**config.mk**
```make
export PLATFORM = sky130hd
export DESIGN_NAME = bbsm_ctrl
export DESIGN_NICKNAME = d
export VERILOG_FILES = /design/src/hdl/bbsm_pkg.sv /design/src/hdl/bbsm_ctrl.sv
export SDC_FILE = /design/constraint.sdc
export NUM_CORES = 1
export LEC_CHECK = 0
export ABC_AREA = 0
export BUFFER_PORTS_ARGS = -buffer_cell sky130_fd_sc_hd__buf_2
export CORE_UTILIZATION = 35
export DETAILED_ROUTE_END_ITERATION = 16
export GPL_TIMING_DRIVEN = 0
export SYNTH_ARGS = -nofsm -noshare
export SYNTH_HDL_FRONTEND = slang
export SYNTH_SLANG_ARGS = --single-unit
```
**constraint.sdc**
```tcl
create_clock -name clk_i -period 4.36 [get_ports clk_i]
set_clock_uncertainty 0.15 [all_clocks]
set_input_delay 0.654 -clock clk_i [delete_from_list [all_inputs] [get_ports clk_i]]
set_output_delay 0.654 -clock clk_i [all_outputs]
set_load 0.01 [all_outputs]
```
**src/hdl/bbsm_pkg.sv**
```systemverilog
// bbsm_pkg: constants, request and state codes and the result type for the
// bucketed binary search match core; used by bbsm_ctrl and the top-level core
`timescale 1ns / 1ps

package bbsm_pkg;

  localparam int unsigned INDEX_BASES = 6;
  localparam int unsigned BASE_BITS   = 2;
  localparam int unsigned KEY_BASES   = 20;
  localparam int unsigned DATA_DEPTH  = 65536;

  localparam int unsigned TYPE_W  = 2;
  localparam int unsigned ADDR_W  = 16;
  localparam int unsigned KEY_W   = 40;
  localparam int unsigned START_W = 17;

  localparam int unsigned BUCKET_BITS  = INDEX_BASES * BASE_BITS;
  localparam int unsigned BUCKET_COUNT = 1 << BUCKET_BITS;
  localparam int unsigned BUCKET_DEPTH = BUCKET_COUNT + 1;
  localparam int unsigned BUCKET_AW    = $clog2(BUCKET_DEPTH);
  localparam int unsigned BUCKET_SHIFT = (KEY_BASES - INDEX_BASES) * BASE_BITS;
  localparam int unsigned DATA_AW      = $clog2(DATA_DEPTH);
  localparam int unsigned POS_W        = (DATA_AW + 1 > START_W) ? DATA_AW + 1 : START_W;

  localparam int unsigned S_FIELDS_W = ADDR_W + KEY_W + KEY_W;
  localparam int unsigned S_TDATA_W  = ((S_FIELDS_W + 7) / 8) * 8;
  localparam int unsigned M_FIELDS_W = KEY_W + ADDR_W;
  localparam int unsigned M_TDATA_W  = ((M_FIELDS_W + 7) / 8) * 8;

  typedef enum logic [TYPE_W-1:0] {
    REQ_SORTED = 2'd0,
    REQ_BUCKET = 2'd1,
    REQ_QUERY  = 2'd2,
    REQ_GUIDE  = 2'd3
  } req_type_e;

  typedef enum logic [2:0] {
    ST_IDLE,
    ST_LO,
    ST_HI,
    ST_PROBE,
    ST_STEP,
    ST_LAST,
    ST_EMIT
  } state_e;

  typedef struct packed {
    logic [ADDR_W-1:0] pos;
    logic [KEY_W-1:0]  key;
  } result_t;

endpackage

```
**src/hdl/bbsm_ctrl.sv**
```systemverilog
// bbsm_ctrl: request decode, bucket lookup and lower-bound search sequencer
// driving the bucket and sorted-key rams; depends on bbsm_pkg
`timescale 1ns / 1ps

module bbsm_ctrl import bbsm_pkg::*; (
  input  logic                 clk_i,
  input  logic                 rst_ni,
  input  logic                 req_valid_i,
  output logic                 req_ready_o,
  input  logic [TYPE_W-1:0]    req_type_i,
  input  logic [ADDR_W-1:0]    req_addr_i,
  input  logic [KEY_W-1:0]     req_value_i,
  input  logic [KEY_W-1:0]     req_key_i,
  output logic                 bkt_we_o,
  output logic [BUCKET_AW-1:0] bkt_waddr_o,
  output logic [START_W-1:0]   bkt_wdata_o,
  output logic                 bkt_re_o,
  output logic [BUCKET_AW-1:0] bkt_raddr_o,
  input  logic [START_W-1:0]   bkt_rdata_i,
  output logic                 data_we_o,
  output logic [DATA_AW-1:0]   data_waddr_o,
  output logic [KEY_W-1:0]     data_wdata_o,
  output logic                 data_re_o,
  output logic [DATA_AW-1:0]   data_raddr_o,
  input  logic [KEY_W-1:0]     data_rdata_i,
  output logic                 res_valid_o,
  input  logic                 res_ready_i,
  output result_t              res_o
);

  state_e                 state_q, state_d;
  logic [KEY_W-1:0]       key_q;
  logic [BUCKET_BITS-1:0] bkt_idx_q;
  logic [POS_W-1:0]       lo_q, hi_q, end_q, mid_q;
  result_t                res_q;

  req_type_e        req_type;
  logic             accept;
  logic [POS_W-1:0] hi_raw, hi_clamp, mid;

  assign req_type = req_type_e'(req_type_i);
  assign accept   = req_valid_i && (state_q == ST_IDLE);
  assign hi_raw   = POS_W'(bkt_rdata_i);
  assign hi_clamp = (hi_raw > POS_W'(DATA_DEPTH)) ? POS_W'(DATA_DEPTH) : hi_raw;
  assign mid      = lo_q + ((hi_q - lo_q) >> 1);

  // next state
  always_comb begin
    state_d = state_q;
    unique case (state_q)
      ST_IDLE: begin
        if (req_valid_i) begin
          if (req_type == REQ_QUERY) begin
            state_d = ST_LO;
          end else if (req_type == REQ_GUIDE) begin
            state_d = ST_EMIT;
          end
        end
      end
      ST_LO: state_d = ST_HI;
      ST_HI: state_d = (lo_q >= hi_clamp) ? ST_IDLE : ST_PROBE;
      ST_PROBE: begin
        priority if (lo_q < hi_q) begin
          state_d = ST_STEP;
        end else if (lo_q >= end_q) begin
          state_d = ST_IDLE;
        end else begin
          state_d = ST_LAST;
        end
      end
      ST_STEP: state_d = ST_PROBE;
      ST_LAST: state_d = (data_rdata_i == key_q) ? ST_EMIT : ST_IDLE;
      ST_EMIT: state_d = res_ready_i ? ST_IDLE : ST_EMIT;
      default: state_d = ST_IDLE;
    endcase
  end

  // memory and handshake outputs
  always_comb begin
    req_ready_o  = (state_q == ST_IDLE);
    bkt_we_o     = accept && (req_type == REQ_BUCKET)
                   && (POS_W'(req_addr_i) <= POS_W'(BUCKET_COUNT));
    bkt_waddr_o  = BUCKET_AW'(req_addr_i);
    bkt_wdata_o  = req_value_i[START_W-1:0];
    data_we_o    = accept && (req_type == REQ_SORTED)
                   && (POS_W'(req_addr_i) < POS_W'(DATA_DEPTH));
    data_waddr_o = DATA_AW'(req_addr_i);
    data_wdata_o = req_value_i;
    bkt_re_o     = 1'b0;
    bkt_raddr_o  = BUCKET_AW'(req_key_i[BUCKET_SHIFT +: BUCKET_BITS]);
    data_re_o    = 1'b0;
    data_raddr_o = DATA_AW'(mid);
    res_valid_o  = 1'b0;
    unique case (state_q)
      ST_IDLE: bkt_re_o = accept && (req_type == REQ_QUERY);
      ST_LO: begin
        bkt_re_o    = 1'b1;
        bkt_raddr_o = BUCKET_AW'(bkt_idx_q) + BUCKET_AW'(1);
      end
      ST_PROBE: begin
        if (lo_q < hi_q) begin
          data_re_o = 1'b1;
        end else begin
          data_re_o    = (lo_q < end_q);
          data_raddr_o = DATA_AW'(lo_q);
        end
      end
      ST_EMIT: res_valid_o = 1'b1;
      default: ;
    endcase
  end

  always_ff @(posedge clk_i or negedge rst_ni) begin
    if (!rst_ni) begin
      state_q <= ST_IDLE;
    end else begin
      state_q <= state_d;
    end
  end

  always_ff @(posedge clk_i) begin
    unique case (state_q)
      ST_IDLE: begin
        key_q     <= req_key_i;
        bkt_idx_q <= req_key_i[BUCKET_SHIFT +: BUCKET_BITS];
        res_q.key <= req_key_i;
        res_q.pos <= '0;
      end
      ST_LO: lo_q <= POS_W'(bkt_rdata_i);
      ST_HI: begin
        hi_q  <= hi_clamp;
        end_q <= hi_clamp;
      end
      ST_PROBE: mid_q <= mid;
      ST_STEP: begin
        if (data_rdata_i < key_q) begin
          lo_q <= mid_q + POS_W'(1);
        end else begin
          hi_q <= mid_q;
        end
      end
      ST_LAST: begin
        res_q.key <= key_q;
        res_q.pos <= ADDR_W'(lo_q);
      end
      default: ;
    endcase
  end

  assign res_o = res_q;

endmodule

```
==> impl_metrics.py, run 1 <==
metrics = {
    "floorplanning": {
        "start_util_pct": 36.0,
        "rows": 64,
        "die_h_um": 180,
        "coreArea_sq_um": 30900,
        "die_w_um": 180,
        "ios": 336,
        "design.die.area_sq_um": 32500,
    },
    "setup_path": {
        "startpoint": "lo_q[0]",
        "cpPeakStageDelay_ns": 0.43,
        "critical_path_depth": 16,
        "critical_path_buf_inv_count": 3,
        "critPathSlowestCell": "edfxtp_1",
        "crit_chain": "ha_4 -> inv_2 -> fa_2 -> a21oi_4 -> o211ai_1 -> nand3_2 -> o21ai_2 -> xor2_1 -> ha_1 -> o21a_1 -> o21ai_4 -> buf_6 -> a22o_1 -> a311o_1 -> mux2_4 -> buf_6",
        "path_delay_family": "compound AO/OA/AOI/OAI gates",
        "r2r-start": "hi_q[0]",
        "required_ns": 3.56,
        "endpoint": "data_raddr_o[15]",
        "crit_arrival_ns": 4.18,
        "crit_top_cell": "buf_6",
        "end_kind": "output pin",
        "crit_type": "register to output pin",
        "rrSetupSlack_ns": 0.57,
        "reg2regPathDepth": 18,
        "timing.rr.end": "mid_q[14]",
        "critPathMaxFanout": 4,
        "worst_setup_path_start_kind": "register",
    },
    "status": {
        "violations": "setup timing",
        "status": "finished, violations left",
    },
    "place": {
        "hpwl_um": 26400,
        "port_buffers": 295,
        "place_area_sq_um": 13200,
        "pre_cts_slack_ns": -0.789,
        "finalWeightedCongestion": 0.887,
    },
    "hold_path": {
        "hold_class": "input port to register",
        "min_path_cells": 1,
    },
    "route": {
        "drt-total-wl_um": 35500,
        "antenna_left": 0,
        "vias": 9763,
        "drt-wirelength-per-cell_um": 18.7,
        "via_per_inst": 5.13,
        "met3_length_um": 2570,
        "drt_iter0_markers": 635,
        "dr.pass1.iters": 7,
        "wl_met1_um": 15100,
        "routed.top_layer": "met4",
        "drc": 0,
        "dr_wl_met2_um": 17200,
    },
    "layout": {
        "n_antenna_cell": 0,
        "syn2layout_area_growth_pct": 33.5,
        "layout.nets": 1765,
        "fin_area_sq_um": 14800,
        "fillerInstances": 2877,
        "drive_gt1_share_pct": 38.3,
    },
    "global_route": {
        "grt_max_degree": 57,
        "first_global_vias": 9601,
        "grt_pass1_wl_um": 53800,
        "antenna_found_initial": 0,
        "grt.overflow.total": 0,
        "grt_usage_pct": 21.6,
    },
    "pwr": {
        "share_seq_of_total_power_pct": 20.9,
        "power_density_nw_per_um2": 1000,
        "pwr-share-comb_pct": 69.1,
        "power.share.clock_pct": 10.0,
        "switchingPower_uw": 6400,
        "p_int_uw": 8460,
        "ir_worst_vdd_v": 0.00133,
        "leakage_uw": 0.00677,
        "p_sw_share_pct": 43.1,
    },
    "clock_network": {
        "clk_pin_slew_ns": 0.07,
        "clock_latency_ns": 0.44,
        "cts_tree": "yes",
        "clkSinkCount": 167,
        "root_buffer": "clkbuf_16",
        "clock_path_buffers": 2,
        "cts_max_level": 4,
        "cts_buffers": 17,
    },
    "synth": {
        "syn_nets": 1388,
        "synthCells": 1118,
        "ys_warn_count": 0,
        "yosys_most_used_dff": "edfxtp_1",
        "netlist_area_sq_um": 11100,
        "synth.avg_cell_area_sq_um": 9.94,
        "synth_top_area_share_pct": 44.3,
        "synthTopCellsByCount": "edfxtp_1, nand2_1, ha_1",
        "async_reset_ff_share_pct": 1.80,
        "ys_seq_elements": 167,
        "synth.area.top_cells": "edfxtp_1, ha_1, buf_4",
        "ys_types": 66,
        "synth-seq-area-share_pct": 45.0,
        "synth-edff-count": 164,
        "yosysMostFrequentCell": "edfxtp_1",
        "synth_top_area_cell": "edfxtp_1",
    },
    "sta": {
        "setup_violations": 8,
        "fmax_mhz": 201,
        "worst_pin_slew_ns": 1.02,
        "period_share_pct": 114,
        "rsz0062_at_grt": "yes",
        "period_minus_slack_ns": 4.98,
        "worst_slack_ns": -0.619,
        "hold_viol_final": 0,
        "slew_headroom_pct": 31.4,
        "slew_viol_final": 0,
    },
    "flow_run": {
        "cap_violations": 0,
    },
}
## worst min path at each step
stage | from | to | slack, ns
finish | req_key_i[4] | key_q[4] | 0.24
global route | req_key_i[2] | key_q[2] | 0.23
CTS | req_key_i[0] | key_q[0] | 0.23
detailed placement | rst_ni | state_q[2] | 0.30
global placement | rst_ni | state_q[2] | 0.30
floorplan | rst_ni | state_q[0] | 0.21
## metrics by stage
stage	power [uW]	utilization (%)	cells	TNS (ns)	hold slack, ns
after global placement	10100	42.3	1809	-53.25	0.302
final	14900	48.0	1904	-3.11	0.244
after detailed placement	10300	42.6	1812	-2.87	0.303
after global routing	15800	48.0	1904	-4.39	0.232
after CTS	13800	46.8	1885	-2.43	0.231
after floorplan	7840	-	1118	0	0.208
## cell families (layout without fill, tap and decap cells)
family | after synthesis | count (layout) | share of synthesized area (%)
AND/OR/NAND/NOR | 325 | 325 | 13.8
adder cells (fa/ha/maj) | 111 | 111 | 12.6
AO/OA/AOI/OAI | 231 | 231 | 12.6
XOR/XNOR | 48 | 48 | 3.78
flip-flops | 167 | 167 | 45.0
multiplexers | 18 | 18 | 1.82
buffers and inverters | 218 | 608 | 10.4
## layout by cell type, fill, tap and decap left out, drive strengths merged, types with 7 or more instances in the layout
cell | synthesis | layout
buf | 89 | 448
edfxtp | 164 | 164
nand2 | 145 | 145
ha | 109 | 109
inv | 103 | 106
o21ai | 104 | 104
nor2 | 53 | 53
a21oi | 51 | 51
clkbuf | 25 | 40
xnor2 | 33 | 33
nand3 | 27 | 27
nand4 | 21 | 21
mux2 | 18 | 18
xor2 | 15 | 15
nor4 | 14 | 14
nor2b | 13 | 13
o21a | 13 | 13
a21o | 12 | 12
nand2b | 10 | 10
nor3 | 10 | 10
clkinv | 1 | 9
and2 | 7 | 7
## layout make-up
cell class | instances | area [sq um] | share of cell area [%]
buffer | 112 | 754 | 5.09
clock buffer | 17 | 425 | 2.87
clock inverter | 15 | 129 | 0.869
inverter | 104 | 390 | 2.63
multi-input combinational | 733 | 5580 | 37.6
sequential | 167 | 5000 | 33.7
tap | 396 | 495 | 3.34
timing repair buffer | 360 | 2060 | 13.9
## what timing repair did
action / in CTS / in global routing
pin swaps: 57 / 38
endpoints found under the setup margin: 11 / 11
hold buffers: 1 / 0
resized for setup: 87 / 39
setup buffers: 42 / 19
endpoints found under the hold margin: 3 / 0
## routing by layer
metal / global-route usage, % / vias up
li1: - / 4673
met1: 27.7 / 4656
met2: 37.2 / 399
met3: 3.92 / 35
met4: 5.91 / 0
met5: 0 / -
## power groups by stage
stage	clock network [uW]	logic, uW	registers [uW]
after global placement	0	6940	3190
after detailed placement	0	7130	3150
after CTS	1500	9160	3110
after floorplan	0	4640	3190
final	1490	10300	3110
after global routing	1570	11100	3170
## registers in the layout (all words and copies together), names as in the netlist
register and flops:
res_o 56, key_q 40, end_q 17, hi_q 17, lo_q 17, mid_q 17, state_q 3
Power figures use the tool's default switching activity.
==> run 2: changes to the inputs <==
- clock period: 4.36 -> 6.1 ns (I/O delays scaled with it)
==> impl_metrics.py, run 2 (same netlist as run 1, synthesis figures left out) <==
metrics = {
    "clock_network": {
        "clk_pin_slew_ns": 0.07,
        "cts_max_level": 4,
        "cts_tree": "yes",
        "cts_buffers": 17,
        "cts-hold-fix-buffers": 0,
        "root_buffer": "clkbuf_16",
        "clkSinkCount": 167,
        "postCtsSetupBuffers": 0,
        "clock_path_buffers": 2,
        "clock_latency_ns": 0.44,
    },
    "pwr": {
        "p_total_uw": 8440,
        "leakage_uw": 0.00631,
        "power.share.clock_pct": 12.6,
        "switchingPower_uw": 3830,
        "p_sw_share_pct": 45.4,
        "p_int_uw": 4600,
        "pwr-share-comb_pct": 60.9,
        "ir_worst_vdd_v": 0.000605,
        "share_seq_of_total_power_pct": 26.4,
        "power_density_nw_per_um2": 615,
    },
    "sta": {
        "slew_headroom_pct": 29.6,
        "rsz0062_at_grt": "no",
        "setup_violations": 0,
        "fmax_mhz": 173,
        "slew_viol_final": 0,
        "hold_viol_final": 0,
        "period_share_pct": 94.9,
        "worst_pin_slew_ns": 1.05,
        "period_minus_slack_ns": 5.79,
        "tns_ns": 0,
    },
    "place": {
        "finalWeightedCongestion": 0.887,
        "port_buffers": 295,
        "place_inst": 1812,
        "place_area_sq_um": 13200,
        "hpwl_um": 26400,
    },
    "route": {
        "drt-wirelength-per-cell_um": 18.3,
        "drt-total-wl_um": 33700,
        "dr_wl_met2_um": 16200,
        "drt_iter0_markers": 535,
        "wl_met1_um": 14600,
        "dr.pass1.iters": 5,
        "met3_length_um": 2300,
        "drc": 0,
        "routed.top_layer": "met4",
        "vias": 9392,
        "antenna_left": 0,
        "via_per_inst": 5.09,
    },
    "layout": {
        "fin_area_sq_um": 13700,
        "drive_gt1_share_pct": 30.2,
        "largest_reg_flops": 56,
        "layout.nets": 1705,
        "syn2layout_area_growth_pct": 23.4,
        "fin_cells": 1844,
        "n_antenna_cell": 0,
        "final_common_cell": "buf_2",
        "most-common-layout-cells": "buf_2, edfxtp_1, nand2_1",
    },
    "global_route": {
        "grt.overflow.total": 0,
        "antenna_found_initial": 0,
        "grt_pass1_wl_um": 51400,
        "first_global_vias": 9266,
        "grt_max_degree": 57,
        "grt_usage_pct": 20.7,
    },
    "floorplanning": {
        "coreArea_sq_um": 30900,
        "ios": 336,
        "design.die.area_sq_um": 32500,
        "rows": 64,
        "start_util_pct": 36.0,
        "die_w_um": 180,
        "die_h_um": 180,
    },
    "flow_run": {
        "cap_violations": 0,
    },
    "setup_path": {
        "r2r-start": "lo_q[1]",
        "crit_type": "register to output pin",
        "critPathMaxFanout": 6,
        "startpoint": "lo_q[1]",
        "cpPeakStageDelay_ns": 0.50,
        "reg2regPathDepth": 14,
        "critPathSlowestCell": "edfxtp_1",
        "crit_chain": "inv_1 -> ha_1 -> nor2b_1 -> o21ai_1 -> o2111a_1 -> nor4_2 -> nor2_1 -> xnor2_1 -> ha_1 -> o21a_1 -> o21ai_1 -> nor3_1 -> a22o_1 -> a311o_1 -> mux2_1 -> buf_2",
        "end_kind": "output pin",
        "rrSetupSlack_ns": 1.91,
        "required_ns": 5.03,
        "crit_arrival_ns": 4.72,
        "timing.rr.end": "mid_q[15]",
        "worst_setup_path_start_kind": "register",
    },
    "hold_path": {
        "hold_class": "input port to async pin",
    },
    "status": {
        "status": "finished clean",
    },
}
## run 2: cell count changes in the layout (fill, tap and decap cells not counted), sizes merged
cell	before	now
buf	448	387
clkbuf	40	42
dlygate4sd3	1	0
## run 2: worst max path at each step
stage / endpoint
2_1_floorplan: data_raddr_o[14]
3_5_place_dp: data_raddr_o[15]
6_report: data_raddr_o[15]
4_1_cts: data_raddr_o[15]
5_1_grt: data_raddr_o[15]
3_3_place_gp: lo_q[11]
## run 2: routing by layer
metal	track usage, %	up-vias
met5	0	-
met4	5.68	0
met1	26.5	4441
li1	-	4553
met3	4.00	36
met2	35.4	362
## run 2: per-stage QoR
| step | utilization [%] | worst slack, ns | hold WS, ns |
|---|---|---|---|
| 6_report | 44.4 | 0.313 | 0.106 |
| 3_5_place_dp | 42.6 | 0.690 | 0.449 |
| 3_3_place_gp | 42.3 | 0.354 | 0.441 |
| 2_1_floorplan | - | 1.61 | 0.399 |
| 5_1_grt | 44.4 | 0.0448 | 0.0980 |
| 4_1_cts | 44.4 | 0.191 | 0.0950 |
## run 2: final cells by class
cell class | count | area, sq um
fill | 3014 | 17200
sequential | 167 | 5000
multi-input combinational | 733 | 4990
timing repair buffer | 298 | 1530
buffer | 114 | 762
tap | 396 | 495
clock buffer | 17 | 425
inverter | 104 | 390
clock inverter | 15 | 129
## run 2: timing repair
action                     CTS  global route
hold endpoints to repair     0             0
setup endpoints to repair    0             1
gates resized for setup      0             1
## run 2: power groups by stage
stage,combinational [uW],sequential [uW],clock (uW)
2_1_floorplan,3320,2280,0
3_3_place_gp,4960,2280,0
3_5_place_dp,5100,2250,0
4_1_cts,5130,2230,1070
5_1_grt,5680,2280,1120
6_report,5140,2230,1060
## run 2: critical path: cells and delay by family (launching register included)
kind,cells,cell delay (ns)
compound gates,6,1.46
simple gates,4,0.75
fa+ha+maj,2,0.68
flops,1,0.50
mux,1,0.35
buf+inv,2,0.31
xor+xnor,1,0.22
==> run 3: changes to the inputs <==
- CTS_BUF_LIST: not set -> sky130_fd_sc_hd__clkbuf_16
- PLACE_DENSITY: not set -> 0.58
==> impl_metrics.py, run 3 (same netlist as run 1, synthesis figures left out) <==
metrics = {
    "clock_network": {
        "clock_path_buffers": 2,
        "post_cts_resized": 0,
        "clk_pin_slew_ns": 0.07,
        "cts_tree": "yes",
        "clkSinkCount": 167,
        "cts-hold-fix-buffers": 0,
        "cts_buffers": 17,
        "cts_max_level": 4,
        "clock_latency_ns": 0.44,
        "root_buffer": "clkbuf_16",
        "postCtsSetupBuffers": 0,
    },
    "sta": {
        "hold_viol_final": 0,
        "slew_viol_final": 0,
        "worst_slack_ns": 0.361,
        "period_share_pct": 94.1,
        "slew_headroom_pct": 31.7,
        "period_minus_slack_ns": 5.74,
        "fmax_mhz": 174,
        "rsz0062_at_grt": "no",
        "fin_hold_ws_ns": 0.113,
        "tns_ns": 0,
        "setup_violations": 0,
        "worst_pin_slew_ns": 1.01,
    },
    "pwr": {
        "ir_worst_vdd_v": 0.000843,
        "power_density_nw_per_um2": 616,
        "p_total_uw": 8460,
        "leakage_uw": 0.00632,
    },
    "setup_path": {
        "worst_setup_path_start_kind": "register",
        "timing.rr.end": "mid_q[16]",
        "required_ns": 5.03,
        "rrSetupSlack_ns": 1.88,
        "end_kind": "output pin",
        "r2r-start": "lo_q[7]",
        "reg2regPathDepth": 16,
        "startpoint": "lo_q[1]",
        "crit_type": "register to output pin",
        "crit_arrival_ns": 4.67,
        "critPathMaxFanout": 6,
    },
    "global_route": {
        "grt.overflow.total": 0,
        "antenna_found_initial": 2,
        "grt_usage_pct": 20.8,
        "grt_max_degree": 57,
        "grt_pass1_wl_um": 51600,
        "first_global_vias": 9190,
    },
    "layout": {
        "most-common-layout-cells": "buf_2, edfxtp_1, nand2_1",
        "n_antenna_cell": 0,
        "layout.nets": 1705,
        "syn2layout_area_growth_pct": 23.6,
        "final_common_cell": "buf_2",
        "drive_gt1_share_pct": 29.9,
        "largest_reg_flops": 56,
    },
    "status": {
        "status": "finished clean",
    },
    "route": {
        "vias": 9300,
        "via_per_inst": 5.05,
        "drt-wirelength-per-cell_um": 18.4,
        "antenna_left": 0,
        "drc": 0,
        "dr.pass1.iters": 5,
        "drt-total-wl_um": 33800,
        "drt_iter0_markers": 511,
    },
    "floorplanning": {
        "start_util_pct": 36.0,
        "design.die.area_sq_um": 32500,
        "die_w_um": 180,
        "coreArea_sq_um": 30900,
        "rows": 64,
        "die_h_um": 180,
        "ios": 336,
    },
    "place": {
        "port_buffers": 295,
        "finalWeightedCongestion": 0.858,
        "hpwl_um": 26800,
        "pre_cts_slack_ns": 0.766,
    },
    "hold_path": {
        "hold_class": "input port to async pin",
    },
    "flow_run": {
        "cap_violations": 0,
    },
}
[run 3: through the flow]
stage	util, %	std cells	area (sq um)
4_1_cts	44.4	1843	13700
6_report	44.5	1843	13700
5_1_grt	44.5	1843	13700
3_5_place_dp	42.6	1812	13200
2_1_floorplan	-	1118	11100
3_3_place_gp	42.3	1809	13100
[run 3: area by class of cell]
cell class	count	area [sq um]
inverter	104	390
tap	396	495
fill	3013	17200
buffer	114	762
clock inverter	14	138
multi-input combinational	733	4990
sequential	167	5000
clock buffer	17	425
timing repair buffer	298	1540
[run 3: layer usage]
| metal | vias up | share of wire, % | track usage, % | wire length (um) |
|---|---|---|---|---|
| met4 | 4 | 1.7 | 5.85 | 568 |
| met5 | - | 0.074 | 0 | 25 |
| met1 | 4383 | 45 | 27.1 | 15200 |
| li1 | 4539 | - | - | - |
| met2 | 337 | 47 | 35.0 | 16000 |
| met3 | 37 | 5.9 | 4.00 | 1980 |
[run 3: report_power, final]
group	leakage [uW]	total, uW	switching (uW)	internal [uW]
Combinational	0.00444	5150	3110	2050
Clock	0.000279	1080	480	598
Sequential	0.00161	2230	230	2000
[run 3: worst max-delay path by stage]
stage,end,slack (ns),cells after the start
2_1_floorplan,data_raddr_o[14],1.61,16
3_3_place_gp,lo_q[10],0.29,8
3_5_place_dp,data_raddr_o[15],0.77,16
4_1_cts,data_raddr_o[15],0.25,16
5_1_grt,data_raddr_o[13],0.07,14
6_report,data_raddr_o[15],0.36,16
[run 3: critical path, stage by stage (launching register included)]
cell and delay (ns):
edfxtp_1 0.48, inv_1 0.14, ha_1 0.32, nor2b_1 0.13, o21ai_1 0.10, o2111a_1 0.35, nor4_2 0.35, nor2_1 0.10
xnor2_1 0.24, ha_1 0.35, o21a_1 0.14, o21ai_1 0.29, nor3_1 0.15, a22o_1 0.20, a311o_1 0.37, mux2_1 0.35
buf_2 0.16
